`src/hdl/ordered_queue_with_keyed_removal_assert.svh`:
```
// Assertion macros used by the queue sequencer (oqkr_ctrl).
// Expects clk_i and rst_ni in the scope of the module that expands them.
`ifndef ORDERED_QUEUE_WITH_KEYED_REMOVAL_ASSERT_SVH
`define ORDERED_QUEUE_WITH_KEYED_REMOVAL_ASSERT_SVH

// Property that holds on every clock edge out of reset.
`define OQKR_ASSERT(lbl, expr, msg) \
  lbl: assert property (@(posedge clk_i) disable iff (!rst_ni) (expr)) else $error(msg);

// Property with an antecedent and a consequent in the following cycle.
`define OQKR_ASSERT_NEXT(lbl, ante, cons, msg) \
  lbl: assert property (@(posedge clk_i) disable iff (!rst_ni) (ante) |=> (cons)) \
    else $error(msg);

`endif

```
`src/hdl/oqkr_pkg.sv`:
```
// Shared types and constants for the ordered queue with keyed removal.
// No dependencies; used by oqkr_cell, oqkr_ctrl and the top level.
`default_nettype none

package oqkr_pkg;

  localparam int unsigned QueueDepthDef = 16;
  localparam int unsigned IdW           = 16;
  localparam int unsigned CountW        = 5;

  typedef enum logic [1:0] {
    OP_PUSH      = 2'd0,
    OP_POP_HEAD  = 2'd1,
    OP_REMOVE_ID = 2'd2,
    OP_POP_TAIL  = 2'd3
  } op_e;

  typedef enum logic [1:0] {
    ST_IDLE,
    ST_MATCH,
    ST_PICK,
    ST_APPLY
  } state_e;

  // Broadcast to every cell.
  typedef struct packed {
    logic           cmp_en;
    op_e            op;
    logic [IdW-1:0] key;
  } cmd_t;

  // Per-cell control from the sequencer.
  typedef struct packed {
    logic first;
    logic valid;
    logic last;
    logic load;
    logic shift;
    logic pick;
  } cell_ctrl_t;

endpackage

`default_nettype wire

```
`src/hdl/oqkr_cell.sv`:
```
// One queue position: holds an id, compares it against the broadcast key
// and takes its upper neighbour's id when a gap closes. Uses oqkr_pkg.
`default_nettype none

module oqkr_cell (
  input  wire logic                      clk_i,
  input  wire logic                      rst_ni,
  input  wire oqkr_pkg::cmd_t            cmd_i,
  input  wire oqkr_pkg::cell_ctrl_t      ctrl_i,
  input  wire logic [oqkr_pkg::IdW-1:0]  up_i,
  output logic [oqkr_pkg::IdW-1:0]       entry_o,
  output logic                           hit_o,
  output logic [oqkr_pkg::IdW-1:0]       pick_val_o
);

  logic [oqkr_pkg::IdW-1:0] entry_q;
  logic                     hit_q;
  logic                     hit_d;

  always_comb begin
    case (cmd_i.op)
      oqkr_pkg::OP_PUSH:      hit_d = 1'b0;
      oqkr_pkg::OP_POP_HEAD:  hit_d = ctrl_i.first & ctrl_i.valid;
      oqkr_pkg::OP_REMOVE_ID: hit_d = ctrl_i.valid & (entry_q == cmd_i.key);
      oqkr_pkg::OP_POP_TAIL:  hit_d = ctrl_i.last;
      default:                hit_d = 1'b0;
    endcase
  end

  always_ff @(posedge clk_i or negedge rst_ni) begin
    if (!rst_ni) begin
      hit_q <= 1'b0;
    end else if (cmd_i.cmp_en) begin
      hit_q <= hit_d;
    end
  end

  // Load on push, otherwise advance towards the head when the gap passes here.
  always_ff @(posedge clk_i) begin
    if (ctrl_i.load) begin
      entry_q <= cmd_i.key;
    end else if (ctrl_i.shift) begin
      entry_q <= up_i;
    end
  end

  assign entry_o    = entry_q;
  assign hit_o      = hit_q;
  assign pick_val_o = ctrl_i.pick ? entry_q : '0;

endmodule

`default_nettype wire

```
`src/hdl/oqkr_ctrl.sv`:
```
// Sequencer for the cell chain: request handshake, fill count, selection of
// the leaving cell, shift mask and result register. Uses oqkr_pkg.
`default_nettype none
`include "ordered_queue_with_keyed_removal_assert.svh"

module oqkr_ctrl #(
  parameter int unsigned QueueDepth = oqkr_pkg::QueueDepthDef
) (
  input  wire logic                          clk_i,
  input  wire logic                          rst_ni,
  input  wire logic                          in_valid_i,
  output logic                               in_ready_o,
  input  wire logic [1:0]                    op_i,
  input  wire logic [oqkr_pkg::IdW-1:0]      client_id_i,
  output logic                               out_valid_o,
  input  wire logic                          out_ready_i,
  output logic                               success_o,
  output logic [oqkr_pkg::IdW-1:0]           removed_id_o,
  output logic [oqkr_pkg::CountW-1:0]        entry_count_o,
  output oqkr_pkg::cmd_t                     cmd_o,
  output oqkr_pkg::cell_ctrl_t               cell_ctrl_o [QueueDepth],
  input  wire logic [QueueDepth-1:0]         hit_i,
  input  wire logic [oqkr_pkg::IdW-1:0]      pick_val_i [QueueDepth]
);

  localparam int unsigned CntW = $clog2(QueueDepth + 1);

  oqkr_pkg::state_e          state_q, state_d;
  oqkr_pkg::op_e             op_q;
  logic [oqkr_pkg::IdW-1:0]  key_q;
  logic [CntW-1:0]           count_q, count_d;
  logic [QueueDepth-1:0]     pick_q;
  logic [QueueDepth-1:0]     shift_mask;
  logic                      out_valid_q;
  logic                      success_q, success_d;
  logic [oqkr_pkg::IdW-1:0]  removed_q, removed_d;
  logic [oqkr_pkg::CountW-1:0] cnt_out_q;
  logic                      accept;
  logic                      out_free;
  logic                      apply_fire;
  logic                      push_ok;
  logic                      cmp_en;
  logic [QueueDepth-1:0]     valid_vec;

  assign accept     = in_valid_i & in_ready_o;
  assign out_free   = ~out_valid_q | out_ready_i;
  assign apply_fire = (state_q == oqkr_pkg::ST_APPLY) & out_free;
  assign push_ok    = (op_q == oqkr_pkg::OP_PUSH) & (count_q != CntW'(QueueDepth));

  // Next state
  always_comb begin
    state_d = state_q;
    case (state_q)
      oqkr_pkg::ST_IDLE:  if (accept) state_d = oqkr_pkg::ST_MATCH;
      oqkr_pkg::ST_MATCH: state_d = oqkr_pkg::ST_PICK;
      oqkr_pkg::ST_PICK:  state_d = oqkr_pkg::ST_APPLY;
      oqkr_pkg::ST_APPLY: if (out_free) state_d = oqkr_pkg::ST_IDLE;
      default:            state_d = oqkr_pkg::ST_IDLE;
    endcase
  end

  // State outputs
  always_comb begin
    in_ready_o = 1'b0;
    cmp_en     = 1'b0;
    case (state_q)
      oqkr_pkg::ST_IDLE:  in_ready_o = 1'b1;
      oqkr_pkg::ST_MATCH: cmp_en     = 1'b1;
      oqkr_pkg::ST_PICK:  ;
      oqkr_pkg::ST_APPLY: ;
      default:            ;
    endcase
  end

  assign cmd_o.cmp_en = cmp_en;
  assign cmd_o.op     = op_q;
  assign cmd_o.key    = key_q;

  // Every cell at or above the leaving one closes up; none when nothing leaves.
  assign shift_mask = ~(pick_q - 1'b1);

  always_comb begin
    for (int i = 0; i < QueueDepth; i++) begin
      valid_vec[i]            = CntW'(i) < count_q;
      cell_ctrl_o[i].first    = (i == 0);
      cell_ctrl_o[i].valid    = valid_vec[i];
      cell_ctrl_o[i].last     = count_q == CntW'(i + 1);
      cell_ctrl_o[i].load     = apply_fire & push_ok & (count_q == CntW'(i));
      cell_ctrl_o[i].shift    = apply_fire & shift_mask[i];
      cell_ctrl_o[i].pick     = pick_q[i];
    end
  end

  always_comb begin
    removed_d = '0;
    for (int i = 0; i < QueueDepth; i++) begin
      removed_d = removed_d | pick_val_i[i];
    end
    success_d = push_ok | (|pick_q);
    count_d   = count_q;
    if (push_ok) begin
      count_d = count_q + 1'b1;
    end else if (|pick_q) begin
      count_d = count_q - 1'b1;
    end
  end

  always_ff @(posedge clk_i or negedge rst_ni) begin
    if (!rst_ni) begin
      state_q     <= oqkr_pkg::ST_IDLE;
      count_q     <= '0;
      pick_q      <= '0;
      out_valid_q <= 1'b0;
    end else begin
      state_q <= state_d;
      if (state_q == oqkr_pkg::ST_PICK) begin
        // Keep only the hit nearest the head.
        pick_q <= hit_i & (~hit_i + 1'b1);
      end
      if (apply_fire) begin
        count_q     <= count_d;
        out_valid_q <= 1'b1;
      end else if (out_ready_i) begin
        out_valid_q <= 1'b0;
      end
    end
  end

  always_ff @(posedge clk_i) begin
    if (accept) begin
      op_q  <= oqkr_pkg::op_e'(op_i);
      key_q <= client_id_i;
    end
    if (apply_fire) begin
      success_q <= success_d;
      removed_q <= removed_d;
      cnt_out_q <= oqkr_pkg::CountW'(count_d);
    end
  end

  assign out_valid_o   = out_valid_q;
  assign success_o     = success_q;
  assign removed_id_o  = removed_q;
  assign entry_count_o = cnt_out_q;

  `OQKR_ASSERT(a_pick_onehot, $onehot0(pick_q), "more than one cell selected")
  `OQKR_ASSERT(a_count_bound, count_q <= CntW'(QueueDepth), "fill count beyond depth")
  `OQKR_ASSERT(a_hit_in_range, (state_q != oqkr_pkg::ST_PICK) || ((hit_i & ~valid_vec) == '0), "hit on an empty cell")
  `OQKR_ASSERT_NEXT(a_remove_count, apply_fire && (|pick_q), count_q == $past(count_q) - 1'b1, "removal did not decrement count")

endmodule

`default_nettype wire

```
`src/hdl/ordered_queue_with_keyed_removal.sv`:
```
// Each request makes a three-step pass through the cell chain: compare, isolate
// the hit nearest the head, then shift/load together with the result register.
// The last step waits while the output register is still full. A new request
// is accepted only when idle, once the previous one has finished its pass.
// A finished result waits in the output register while the next request enters.
// Reset empties the queue and clears FSM, selection and hits; ids are not cleared.
`default_nettype none

module ordered_queue_with_keyed_removal #(
  parameter int unsigned QueueDepth = oqkr_pkg::QueueDepthDef
) (
  input  wire logic                       clk_i,
  input  wire logic                       rst_ni,
  input  wire logic                       in_valid_i,
  output logic                            in_ready_o,
  input  wire logic [1:0]                 op_i,
  input  wire logic [oqkr_pkg::IdW-1:0]   client_id_i,
  output logic                            out_valid_o,
  input  wire logic                       out_ready_i,
  output logic                            success_o,
  output logic [oqkr_pkg::IdW-1:0]        removed_id_o,
  output logic [oqkr_pkg::CountW-1:0]     entry_count_o
);

  oqkr_pkg::cmd_t           cmd;
  oqkr_pkg::cell_ctrl_t     cell_ctrl [QueueDepth];
  logic [QueueDepth-1:0]    hit;
  logic [oqkr_pkg::IdW-1:0] entry     [QueueDepth];
  logic [oqkr_pkg::IdW-1:0] pick_val  [QueueDepth];

  oqkr_ctrl #(
    .QueueDepth (QueueDepth)
  ) u_ctrl (
    .clk_i         (clk_i),
    .rst_ni        (rst_ni),
    .in_valid_i    (in_valid_i),
    .in_ready_o    (in_ready_o),
    .op_i          (op_i),
    .client_id_i   (client_id_i),
    .out_valid_o   (out_valid_o),
    .out_ready_i   (out_ready_i),
    .success_o     (success_o),
    .removed_id_o  (removed_id_o),
    .entry_count_o (entry_count_o),
    .cmd_o         (cmd),
    .cell_ctrl_o   (cell_ctrl),
    .hit_i         (hit),
    .pick_val_i    (pick_val)
  );

  for (genvar i = 0; i < QueueDepth; i++) begin : g_cell
    logic [oqkr_pkg::IdW-1:0] up;
    // The cell at the far end has no neighbour; it holds its own id.
    if (i == QueueDepth - 1) begin : g_end
      assign up = entry[i];
    end else begin : g_mid
      assign up = entry[i + 1];
    end

    oqkr_cell u_cell (
      .clk_i      (clk_i),
      .rst_ni     (rst_ni),
      .cmd_i      (cmd),
      .ctrl_i     (cell_ctrl[i]),
      .up_i       (up),
      .entry_o    (entry[i]),
      .hit_o      (hit[i]),
      .pick_val_o (pick_val[i])
    );
  end

endmodule

`default_nettype wire
```
`config.mk`:
```
export PLATFORM = sky130hd
export DESIGN_NAME = ordered_queue_with_keyed_removal
export DESIGN_NICKNAME = d
export VERILOG_FILES = /design/src/hdl/oqkr_pkg.sv /design/src/hdl/oqkr_cell.sv /design/src/hdl/oqkr_ctrl.sv /design/src/hdl/ordered_queue_with_keyed_removal.sv
export VERILOG_INCLUDE_DIRS = /design/src /design/src/hdl
export SDC_FILE = /design/constraint.sdc
export NUM_CORES = 1
export LEC_CHECK = 0
export ABC_CLOCK_PERIOD_IN_PS = 4400
export CORE_ASPECT_RATIO = 1.75
export CORE_MARGIN = 4
export CORE_UTILIZATION = 25
export CTS_CLUSTER_DIAMETER = 80
export CTS_CLUSTER_SIZE = 10
export DETAILED_ROUTE_END_ITERATION = 6
export DONT_BUFFER_PORTS = 1
export PLACE_DENSITY = 0.4
export SYNTH_ARGS = -nofsm -noshare
export SYNTH_HDL_FRONTEND = slang
export SYNTH_HIERARCHICAL = 1
export SYNTH_SLANG_ARGS = --single-unit
```
`constraint.sdc`:
```
create_clock -name clk_i -period 4.4 [get_ports clk_i]
set_input_delay 0 -clock clk_i [delete_from_list [all_inputs] [get_ports clk_i]]
set_output_delay 0 -clock clk_i [all_outputs]
set_load 0.05 [all_outputs]
```
* After elaboration in Yosys (flattened, before gate mapping)
Index checks and enable logic that the tools add are counted.
Operators by class: $add $sub $neg 4, magnitude comparators 16, equal/unequal tests 41, muxes and demuxes 71, bitwise operators 72, reduce and logical (&&, ||, !) cells 22
Operators by type and width (number):
- $mux 16 | 46
- $eq 16x16->1 | 16
- $or 16x16->16 | 15
- $and 1x1->1 | 51
- $pmux 1 s3 | 15
- $eq 5x4->1 const B | 8
- $lt 4x5->1 const A | 8
- $reduce_bool 2->1 | 16
- $eq 5x3->1 const B | 4
- $lt 3x5->1 const A | 4
- $add 16x1->16 const B | 1
- $and 16x16->16 | 1
- $not 16->16 | 1
- $reduce_or 16->1 | 1
- $not 15->15 | 1
- $sub 15x1->15 const B | 1
- $eq 5x2->1 const B | 2
- $lt 1x5->1 const A | 2
- $lt 2x5->1 const A | 2
- $mux 5 | 2
- $eq 2x2->1 const B | 4
- $pmux 2 s4 | 1
- $add 5x1->5 const B | 1
- $eq 5x1->1 const B | 1
- other kinds (14) | 22
Storage, ports and cells: register bits 336, output and inout port bits 24

* Logic depth before layout (Yosys ltp)
Gate-level depths: netlist (run 1).
depth in word-level cells 16, depth in mapped cells 12

* Hierarchy
The synthesis (run 1) kept the hierarchy.
By module, submodules not included:
- oqkr_cell | instances 16, cells each 87, area each 1069.8 um^2
- oqkr_ctrl | instances 1, cells each 417, area each 3910.0 um^2

* Least setup slack after synthesis (run 1)
Ideal clock, no wire load.
kind reg2reg, start point reg u_ctrl.op_q[1], end point reg g_cell[10].u_cell.entry_q (netlist bit g_cell[10].u_cell/entry_o[0]), enable pin, arrival 2.593 ns, required time 4.066 ns, setup slack 1.473 ns, cell stages (with the launch flop) 8, period minus slack after synthesis 2.927 ns, cells stage by stage edfxtp_1 -> or3_1 -> buf_6 -> nor2_1 -> and3_1 -> buf_2 -> buf_4 -> or2_2
RTL lines:
- from (decl) | line oqkr_ctrl.sv:29 | oqkr_pkg::op_e op_q;
- from (signal assigned) | line oqkr_ctrl.sv:131 | op_q <= oqkr_pkg::op_e'(op_i);
- to (signal assigned) | line oqkr_cell.sv:41 | entry_q <= cmd_i.key;
- to (signal assigned) | line oqkr_cell.sv:43 | entry_q <= up_i;
- to (decl) | line oqkr_cell.sv:16 | logic [oqkr_pkg::IdW-1:0] entry_q;

==> results.py, run 1 <==
metrics = {
    "run_status": {
        "status": "finished clean",
    },
    "routing": {
        "dr.first_iter.drc_count": 807,
        "top_layer_used": "met4",
        "wl_met3_um": 2089,
        "wl_met1_um": 29350,
        "ant_nets": 0,
        "dr_wl_met2_um": 42420,
        "drcViolationCount": 0,
        "wirelength_um": 78130,
        "wire_per_inst_um": 26.32,
        "vias_per_cell": 4.802,
        "first_pass_iters": 5,
        "vias": 14250,
    },
    "place": {
        "place_congestion": 0.8423,
        "dp.cells": 2877,
        "dp_hpwl_um": 57850,
        "port_buffers": 0,
    },
    "synthesis": {
        "synthCells": 1809,
        "synth_area_sq_um": 21030,
        "ys_async_sr_fraction": 0.1190,
        "synth_top_area_share": 0.4227,
        "synth_cell_type_count": 47,
        "ys_seq_elements": 336,
        "ys_top_cells_by_area": "edfxtp_1, mux2_2, xor2_1, and2_1, dfrtp_1",
        "ys.flop_type": "edfxtp_1",
        "yosysSeqAreaShare": 0.4703,
        "ys_warn_count": 6,
        "synth-edff-count": 296,
        "synth.avg_cell_area_sq_um": 11.62,
        "synth_top_cell_by_area": "edfxtp_1",
    },
    "critical_path": {
        "path_class": "reg2reg",
        "reg2reg_depth": 9,
        "cp-startpoint": "u_ctrl/count_q[0]",
        "arrival_ns": 3.64,
        "rr_endpoint": "g_cell[0].u_cell/entry_o[2]",
        "reg2reg_from": "u_ctrl/count_q[0]",
        "endpoint_kind": "flip-flop",
        "critPathMaxFanout": 17,
        "required_ns": 4.63,
        "cp-start-kind": "flip-flop",
        "rrSetupSlack_ns": 0.99,
    },
    "global_route": {
        "grt_usage": 0.1730,
        "grt_max_degree": 48,
        "grt_pass1_wl_um": 110800,
        "antenna_found_initial": 0,
        "grt-ovfl-total": 0,
        "grt_pass1_vias": 15200,
    },
    "timing": {
        "fin_crit_ns": 3.413,
        "slew_viol_final": 0,
        "skew_ns": 0.01828,
        "rsz0062_at_grt": "false",
        "setup_viol": 0,
        "fmax_ghz": 0.2930,
        "post-route-period-util": 0.7756,
        "worst_pin_slew_ns": 1.161,
        "hold_viol_final": 0,
        "slew_headroom": 0.2188,
        "setup_tns_ns": 0,
        "hold_slack_ns": 0.05124,
    },
    "clock_network": {
        "cts_tree": "yes",
        "root_buffer": "clkbuf_16",
        "cts_setup_buffers": 0,
        "cts_buffer_depth": 3,
        "htreeDepth": 2,
        "cts_buffers": 39,
        "path_clk_slew_ns": 0.07,
        "clk_latency_ns": 0.58,
        "clock-sinks": 336,
    },
    "floorplanning": {
        "coreArea_sq_um": 83380,
        "die_area_sq_um": 88990,
        "start_util": 0.2522,
        "die_x_um": 227.2,
        "io_pins": 46,
        "rows": 140,
        "die_h_um": 391.6,
    },
    "pwr": {
        "total_power_mw": 16.39,
        "p_per_area_nw_per_um2": 685.1,
        "peakVddDrop_mv": 0.4223,
        "power_leakage_nw": 8.682,
    },
    "flow_run": {
        "cap_violations": 0,
    },
    "final_layout": {
        "drive_gt1_frac": 0.2058,
        "fin_nets": 1965,
        "fillers": 8618,
        "area_growth_pct": 13.79,
        "mostFrequentLayoutCells": "edfxtp_1, and2_1, xor2_1, mux2_2, nor4_1",
        "final_cells": 2968,
        "layout_commonest_cell": "edfxtp_1",
    },
    "worst_hold_path": {
        "holdPathStages": 1,
        "hold_start": "client_id_i[15]",
        "min_path_type": "in2reg",
        "whs_endpoint": "u_ctrl/key_q[15]",
    },
}
[cell usage after synthesis, drive strengths merged, types with 2 or more instances]
cell type,instances
nand4,38
and3,13
and2,266
ha,58
o21bai,4
nand2b,3
inv,60
xor2,261
o22ai,6
xnor2,15
conb,2
nand4b,17
nand3b,2
buf,55
or2,18
a21oi,23
clkbuf,23
mux2i,17
nand3,27
nor4,136
o21ai,31
nor3,13
dfrtp,40
nor3b,3
mux2,256
nor2,48
edfxtp,296
nand2,63
o32ai,4
[power by group]
part           switching (mW)  internal (mW)
combinational            4.07           2.38
clock                    1.40           1.65
sequential               1.72           5.18
[through the flow]
step,worst slack (ns),util,area (sq um)
after floorplan,1.473,-,21080
after detailed placement,0.9924,0.2697,22490
after CTS,0.9608,0.2869,23920
final,0.9874,0.2869,23930
after global routing,0.7868,0.2869,23920
after global placement,1.002,0.2697,22490
[area by class of cell]
class | instances | area (sq um) | area share
clock buffer | 53 | 1050 | 0.04388
inverter | 61 | 229.0 | 0.009570
antenna | 3 | 7.507 | 0.0003138
tap | 1065 | 1333 | 0.05570
timing repair buffer | 99 | 875.8 | 0.03661
clock inverter | 3 | 28.78 | 0.001203
sequential | 336 | 9889 | 0.4133
multi-input combinational | 1348 | 10510 | 0.4394
[worst max-delay path, cell delays in order, from the launching register on]
cell,delay [ns]
dfrtp_1,0.51
inv_1,0.19
ha_1,0.33
and4bb_1,0.26
or3_1,0.46
nor2_1,0.16
buf_4,0.22
and3_1,0.30
buf_12,0.20
or2_2,0.41
[metal layers]
layer	vias to the layer above	GRT usage
li1	6616	-
met1	7207	0.1877
met2	301	0.3291
met3	128	0.01834
met4	0	0.08433
met5	-	0
[state kept, by name (all words and copies together), names as in the netlist]
register / flops
g_cell.u_cell/hit_o: 16
u_ctrl/removed_id_o: 16
u_ctrl/out_valid_o: 1
u_ctrl/state_q: 2
u_ctrl/success_o: 1
u_ctrl/pick_q: 16
g_cell.u_cell/entry_o: 256
u_ctrl/count_q: 5
u_ctrl/op_q: 2
u_ctrl/key_q: 16
u_ctrl/entry_count_o: 5
[worst max path at each step]
stage | end | slack [ns] | cells past startpoint
2_1_floorplan | g_cell[10].u_cell/entry_o[0] | 1.47 | 7
3_3_place_gp | g_cell[0].u_cell/entry_o[14] | 1.00 | 9
3_5_place_dp | g_cell[0].u_cell/entry_o[8] | 0.99 | 9
4_1_cts | g_cell[0].u_cell/entry_o[15] | 0.96 | 9
5_1_grt | g_cell[7].u_cell/entry_o[4] | 0.79 | 9
6_report | g_cell[0].u_cell/entry_o[2] | 0.99 | 9
[cell families after synthesis]
family,share of synthesized area
and+or+nand+nor,0.1820
other,0.0003572
xor gates and xnor gates,0.1150
adders and majority gates,0.03451
AOI/OAI and AO/OA,0.01952
buffers and inverters,0.03309
DFF,0.4703
muxes,0.1452
[what timing repair did]
action / in CTS / in global routing
setup endpoints to repair: 0 / 0
hold buffers: 32 / 0
hold endpoints to repair: 61 / 0
gates resized for setup: 0 / 0
No activity file was read; power rests on OpenSTA's default activity.
==> run 2: changes to the inputs <==
--- a/config.mk
+++ b/config.mk
@@ -6,7 +6,7 @@
 export SDC_FILE = /design/constraint.sdc
 export NUM_CORES = 1
 export LEC_CHECK = 0
-export ABC_CLOCK_PERIOD_IN_PS = 4400
+export ABC_CLOCK_PERIOD_IN_PS = 2850
 export CORE_ASPECT_RATIO = 1.75
 export CORE_MARGIN = 4
 export CORE_UTILIZATION = 25
@@ -14,7 +14,7 @@
 export CTS_CLUSTER_SIZE = 10
 export DETAILED_ROUTE_END_ITERATION = 6
 export DONT_BUFFER_PORTS = 1
-export PLACE_DENSITY = 0.4
+export PLACE_DENSITY = 0.42
 export SYNTH_ARGS = -nofsm -noshare
 export SYNTH_HDL_FRONTEND = slang
 export SYNTH_HIERARCHICAL = 1
==> constraint.sdc (replaced) <==
create_clock -name clk_i -period 2.85 [get_ports clk_i]
set_input_delay 0 -clock clk_i [delete_from_list [all_inputs] [get_ports clk_i]]
set_output_delay 0 -clock clk_i [all_outputs]
set_load 0.05 [all_outputs]
==> run 2 against run 1 <==
Compared with the run above:
- the flow now finishes with violations (negative hold slack)
- sequential power is 46% higher
- non-clock buffer count up 67
- clock skew grew 0.0063 ns
- hold slack got worse by 0.054 ns
- cell count up 2.2%
- first-iteration DRC count is 20% lower
- global-route usage shrank 0.96 points
- largest cell class unchanged
==> results.py, run 2 (same netlist as run 1, synthesis figures left out) <==
metrics = {
    "flow_run": {
        "cap_violations": 0,
    },
    "pwr": {
        "power_leakage_nw": 9.066,
        "internal_power_mw": 15.05,
        "p_comb_frac": 0.428,
        "power_frac_seq": 0.392,
        "peakVddDrop_mv": 0.4101,
        "switchingPower_mw": 10.86,
        "p_per_area_nw_per_um2": 1048,
        "p_sw_frac": 0.4192,
        "pwr-share-clk": 0.180,
    },
    "global_route": {
        "grt_usage": 0.1634,
        "grt_pass1_wl_um": 107200,
        "antenna_found_initial": 0,
        "grt_max_degree": 48,
        "grt-ovfl-total": 0,
        "grt_pass1_vias": 15630,
    },
    "final_layout": {
        "fin_nets": 2032,
        "drive_gt1_frac": 0.2384,
        "area_growth_pct": 17.55,
        "fillers": 8622,
        "largest_reg_flops": 256,
        "mostFrequentLayoutCells": "edfxtp_1, and2_1, xor2_1, mux2_2, nor4_1",
        "layout_commonest_cell": "edfxtp_1",
    },
    "critical_path": {
        "arrival_ns": 2.96,
        "reg2reg_from": "u_ctrl/count_q[0]",
        "cp-startpoint": "u_ctrl/count_q[0]",
        "cp-start-kind": "flip-flop",
        "rr_endpoint": "g_cell[9].u_cell/entry_o[10]",
        "rrSetupSlack_ns": 0.19,
        "endpoint_kind": "flip-flop",
        "reg2reg_depth": 10,
        "critPathMaxFanout": 16,
        "path_class": "reg2reg",
        "required_ns": 3.15,
    },
    "clock_network": {
        "path_clk_slew_ns": 0.07,
        "clk_latency_ns": 0.56,
        "cts_buffers": 39,
        "cts_tree": "yes",
        "root_buffer": "clkbuf_16",
        "htreeDepth": 2,
        "clock-sinks": 336,
        "cts_buffer_depth": 3,
        "cts_resized": 0,
    },
    "routing": {
        "first_pass_iters": 5,
        "drcViolationCount": 0,
        "wirelength_um": 73670,
        "dr.first_iter.drc_count": 648,
        "wire_per_inst_um": 24.29,
        "ant_nets": 0,
        "vias": 14410,
        "vias_per_cell": 4.750,
    },
    "floorplanning": {
        "die_area_sq_um": 88990,
        "start_util": 0.2522,
        "coreArea_sq_um": 83380,
        "die_h_um": 391.6,
        "rows": 140,
        "io_pins": 46,
        "die_x_um": 227.2,
    },
    "timing": {
        "rsz0062_at_grt": "false",
        "fin_ws_ns": 0.1898,
        "worst_pin_slew_ns": 0.8893,
        "slew_viol_final": 0,
        "setup_tns_ns": 0,
        "skew_ns": 0.02456,
        "hold_slack_ns": -0.002657,
        "slew_headroom": 0.4017,
        "post-route-period-util": 0.9334,
        "setup_viol": 0,
        "hold_viol_final": 5,
        "fmax_ghz": 0.3759,
        "fin_crit_ns": 2.660,
    },
    "worst_hold_path": {
        "min_path_type": "in2async",
    },
    "place": {
        "port_buffers": 0,
        "place_congestion": 0.7994,
        "dp_worst_setup_slack_ns": 0.2240,
        "dp_hpwl_um": 55570,
    },
    "run_status": {
        "failed_checks": "negative hold slack",
        "status": "complete, but fails checks",
    },
}
-- run 2: changes by cell type in the layout (fill, tap and decap cells not counted), moves of 2 or more --
cell | before | now
diode_2 | 3 | 1
or2_4 | 1 | 9
buf_12 | 3 | 26
buf_4 | 65 | 117
or2_2 | 17 | 9
dlygate4sd3_1 | 30 | 22
-- run 2: what timing repair did --
| action | CTS | global route |
|---|---|---|
| buffers inserted | 0 | 0 |
| hold buffers | 23 | 0 |
| hold endpoints to repair | 69 | 0 |
-- run 2: metal layers --
| layer | share of wire | GRT usage |
|---|---|---|
| met5 | 0 | 0 |
| met1 | 0.37 | 0.1701 |
| met3 | 0.022 | 0.01759 |
| met4 | 0.051 | 0.07586 |
| met2 | 0.56 | 0.3209 |
-- run 2: how the worst max path moves through the flow --
stage | end | slack [ns] | cells past startpoint
2_1_floorplan | g_cell[6].u_cell/entry_o[0] | 0.009 | 7
3_3_place_gp | g_cell[9].u_cell/entry_o[6] | 0.25 | 10
3_5_place_dp | g_cell[9].u_cell/entry_o[10] | 0.22 | 10
4_1_cts | g_cell[11].u_cell/entry_o[9] | 0.19 | 10
5_1_grt | g_cell[9].u_cell/entry_o[4] | 0.02 | 9
6_report | g_cell[9].u_cell/entry_o[10] | 0.19 | 10
-- run 2: area by class of cell --
| cell class | count | area [sq um] | area share |
|---|---|---|---|
| clock buffer | 53 | 1050 | 0.04247 |
| antenna | 1 | 2.502 | 0.0001012 |
| tap | 1065 | 1333 | 0.05391 |
| timing repair buffer | 166 | 1647 | 0.06662 |
| clock inverter | 3 | 30.03 | 0.001215 |
| sequential | 336 | 9891 | 0.4002 |
| inverter | 61 | 232.7 | 0.009415 |
| multi-input combinational | 1348 | 10530 | 0.4261 |
-- run 2: power by group through the flow --
stage | Clock [mW] | Combinational [mW] | Sequential (mW)
floorplan | 0 | 6.07 | 9.89
global placement | 0 | 11.0 | 10.3
detailed placement | 0 | 11.0 | 10.3
CTS | 4.87 | 11.2 | 10.2
global route | 5.03 | 12.0 | 10.4
finish | 4.67 | 11.1 | 10.1
-- run 2: worst max-delay path, cell delays in order, from the launching register on --
cell and delay (ns):
dfrtp_1 0.36, inv_1 0.06, ha_1 0.21, and4bb_1 0.23, nor3_1 0.21, nand2_1 0.18, buf_4 0.19, nor4_2 0.27
buf_4 0.18, buf_12 0.15, mux2_2 0.35
-- run 2: through the flow --
stage / power (mW) / instance area, sq um / util / std cells
final: 25.91 / 24720 / 0.2964 / 3033
after global routing: 27.38 / 24720 / 0.2964 / 3032
after CTS: 26.30 / 24720 / 0.2964 / 3032
after detailed placement: 21.34 / 23390 / 0.2805 / 2953
after global placement: 21.28 / 23390 / 0.2805 / 2953
after floorplan: 15.97 / 21110 / - / 1823
==> run 3: changes to the inputs <==
--- a/config.mk
+++ b/config.mk
@@ -7,6 +7,8 @@
 export NUM_CORES = 1
 export LEC_CHECK = 0
 export ABC_CLOCK_PERIOD_IN_PS = 2850
+export CELL_PAD_IN_SITES_DETAIL_PLACEMENT = 0
+export CELL_PAD_IN_SITES_GLOBAL_PLACEMENT = 2
 export CORE_ASPECT_RATIO = 1.75
 export CORE_MARGIN = 4
 export CORE_UTILIZATION = 25
@@ -14,7 +16,7 @@
 export CTS_CLUSTER_SIZE = 10
 export DETAILED_ROUTE_END_ITERATION = 6
 export DONT_BUFFER_PORTS = 1
-export PLACE_DENSITY = 0.42
+export PLACE_DENSITY = 0.54
 export SYNTH_ARGS = -nofsm -noshare
 export SYNTH_HDL_FRONTEND = slang
 export SYNTH_HIERARCHICAL = 1
==> run 3 against run 2 <==
Compared with the run above:
- first-iteration DRC count is 0.46% higher
- utilization is 0.086 points lower
- wire length is 0.58% lower
- the flow now finishes without violations
- critical path type unchanged
- largest power group unchanged
==> results.py, run 3 (same netlist as run 1, synthesis figures left out) <==
metrics = {
    "critical_path": {
        "critPathMaxFanout": 16,
        "crit_chain": "inv_1 > ha_1 > and4bb_1 > nor3_1 > nand2_1 > buf_4 > nor4_2 > buf_4 > buf_12 > mux2_2",
        "critPathSlowestCell": "dfrtp_1",
        "required_ns": 3.17,
        "reg2reg_from": "u_ctrl/count_q[0]",
        "endpoint_kind": "flip-flop",
        "arrival_ns": 3.00,
        "cp-start-kind": "flip-flop",
        "path_class": "reg2reg",
        "worst_path_largest_cell_delay_ns": 0.35,
        "crit_top_cell": "buf_4",
        "cp_top_family": "simple AND/OR/NAND/NOR gates",
        "critPathBufInv": 4,
        "cp-startpoint": "u_ctrl/count_q[0]",
    },
    "timing": {
        "hold_viol_final": 0,
        "post-route-period-util": 0.9405,
        "skew_ns": 0.01943,
        "rsz0062_at_grt": "false",
        "setup_viol": 0,
        "setup_tns_ns": 0,
        "slew_viol_final": 0,
        "slew_headroom": 0.4488,
        "fin_crit_ns": 2.680,
        "fmax_ghz": 0.3731,
        "hold_slack_ns": 0.02624,
        "worst_pin_slew_ns": 0.8204,
    },
    "place": {
        "place_congestion": 0.7834,
        "dp_hpwl_um": 55690,
        "placed_area_sq_um": 23270,
        "port_buffers": 0,
    },
    "worst_hold_path": {
        "min_path_type": "in2async",
    },
    "pwr": {
        "internal_power_mw": 15.07,
        "p_per_area_nw_per_um2": 1053,
        "p_comb_frac": 0.428,
        "pwr-share-clk": 0.185,
        "power_frac_seq": 0.387,
        "p_sw_frac": 0.4195,
        "power_leakage_nw": 9.053,
        "switchingPower_mw": 10.89,
        "peakVddDrop_mv": 0.3974,
    },
    "global_route": {
        "antenna_found_initial": 1,
        "grt_max_degree": 41,
        "grt-ovfl-total": 0,
        "grt_usage": 0.1625,
        "grt_pass1_wl_um": 105500,
        "grt_pass1_vias": 15330,
    },
    "floorplanning": {
        "coreArea_sq_um": 83380,
        "io_pins": 46,
        "die_h_um": 391.6,
        "rows": 140,
        "die_area_sq_um": 88990,
        "die_x_um": 227.2,
        "start_util": 0.2522,
    },
    "final_layout": {
        "n_antenna_cell": 0,
        "mostFrequentLayoutCells": "edfxtp_1, and2_1, xor2_1, mux2_2, nor4_1",
        "area_growth_pct": 17.21,
        "finalInstanceArea_sq_um": 24650,
        "fin_nets": 2029,
        "largest_reg_flops": 256,
        "drive_gt1_frac": 0.2383,
        "layout_commonest_cell": "edfxtp_1",
    },
    "routing": {
        "wire_per_inst_um": 24.18,
        "wirelength_um": 73240,
        "dr.first_iter.drc_count": 651,
        "vias": 14140,
        "ant_nets": 0,
        "vias_per_cell": 4.668,
        "drcViolationCount": 0,
        "first_pass_iters": 4,
    },
    "clock_network": {
        "clock-sinks": 336,
        "htreeDepth": 2,
        "path_clk_slew_ns": 0.06,
        "cts_buffer_depth": 3,
        "cts_buffers": 39,
        "root_buffer": "clkbuf_16",
        "cts_tree": "yes",
        "clk_latency_ns": 0.57,
    },
    "flow_run": {
        "cap_violations": 0,
    },
    "run_status": {
        "status": "finished clean",
    },
}
-- run 3: layout make-up --
type	count	area [sq um]
multi-input combinational	1348	10540
timing repair buffer	163	1541
sequential	336	9891
clock inverter	3	55.05
clock buffer	53	1050
fill	8663	58730
tap	1065	1333
inverter	61	232.7
-- run 3: worst min-delay path: stages --
cell	delay (ns)
dlygate4sd3_1	0.62
buf_16	0.13
buf_16	0.22
-- run 3: what timing repair did --
action | 4_1_cts | 5_1_grt
gates resized for setup | 0 | 2
hold endpoints to repair | 61 | 0
hold buffers | 23 | 0
setup endpoints to repair | 0 | 18
setup buffers | 0 | 0
-- run 3: layer usage --
layer | wire (um) | vias up | GRT usage
li1 | - | 6754 | -
met1 | 26770 | 7079 | 0.1669
met2 | 40800 | 210 | 0.3195
met3 | 1780 | 97 | 0.01924
met4 | 3900 | 0 | 0.07740
met5 | 0 | - | 0
-- run 3: worst paths after layout --
check | endpoint | slack (ns) | depth (start not counted)
worst max-delay path | g_cell[9].u_cell/entry_o[11] | 0.17 | 10
worst min-delay path | g_cell[12].u_cell/hit_o | 0.03 | 3
worst max register to register | g_cell[9].u_cell/entry_o[11] | 0.17 | 10
worst min register to register | g_cell[8].u_cell/hit_o | 0.54 | 2
max in group asynchronous | u_ctrl/out_valid_o | 2.53 | 3
min in group clk_i | u_ctrl/op_q[1] | 0.04 | 2
-- run 3: through the flow --
stage	std cells	power, mW	util	worst slack (ns)
after floorplan	1823	15.97	-	0.009066
after global placement	2950	21.38	0.2791	0.1107
after detailed placement	2950	21.44	0.2791	0.1443
after CTS	3029	26.50	0.2955	0.1032
after global routing	3029	27.48	0.2956	0.05442
final	3029	25.96	0.2956	0.1696
-- run 3: power by group through the flow --
stage	combinational (mW)	sequential [mW]	clock [mW]
after detailed placement	11.2	10.2	0
after floorplan	6.07	9.89	0
final	11.1	10.1	4.80
after global placement	11.2	10.2	0
after CTS	11.3	10.1	5.02
after global routing	12.0	10.3	5.14
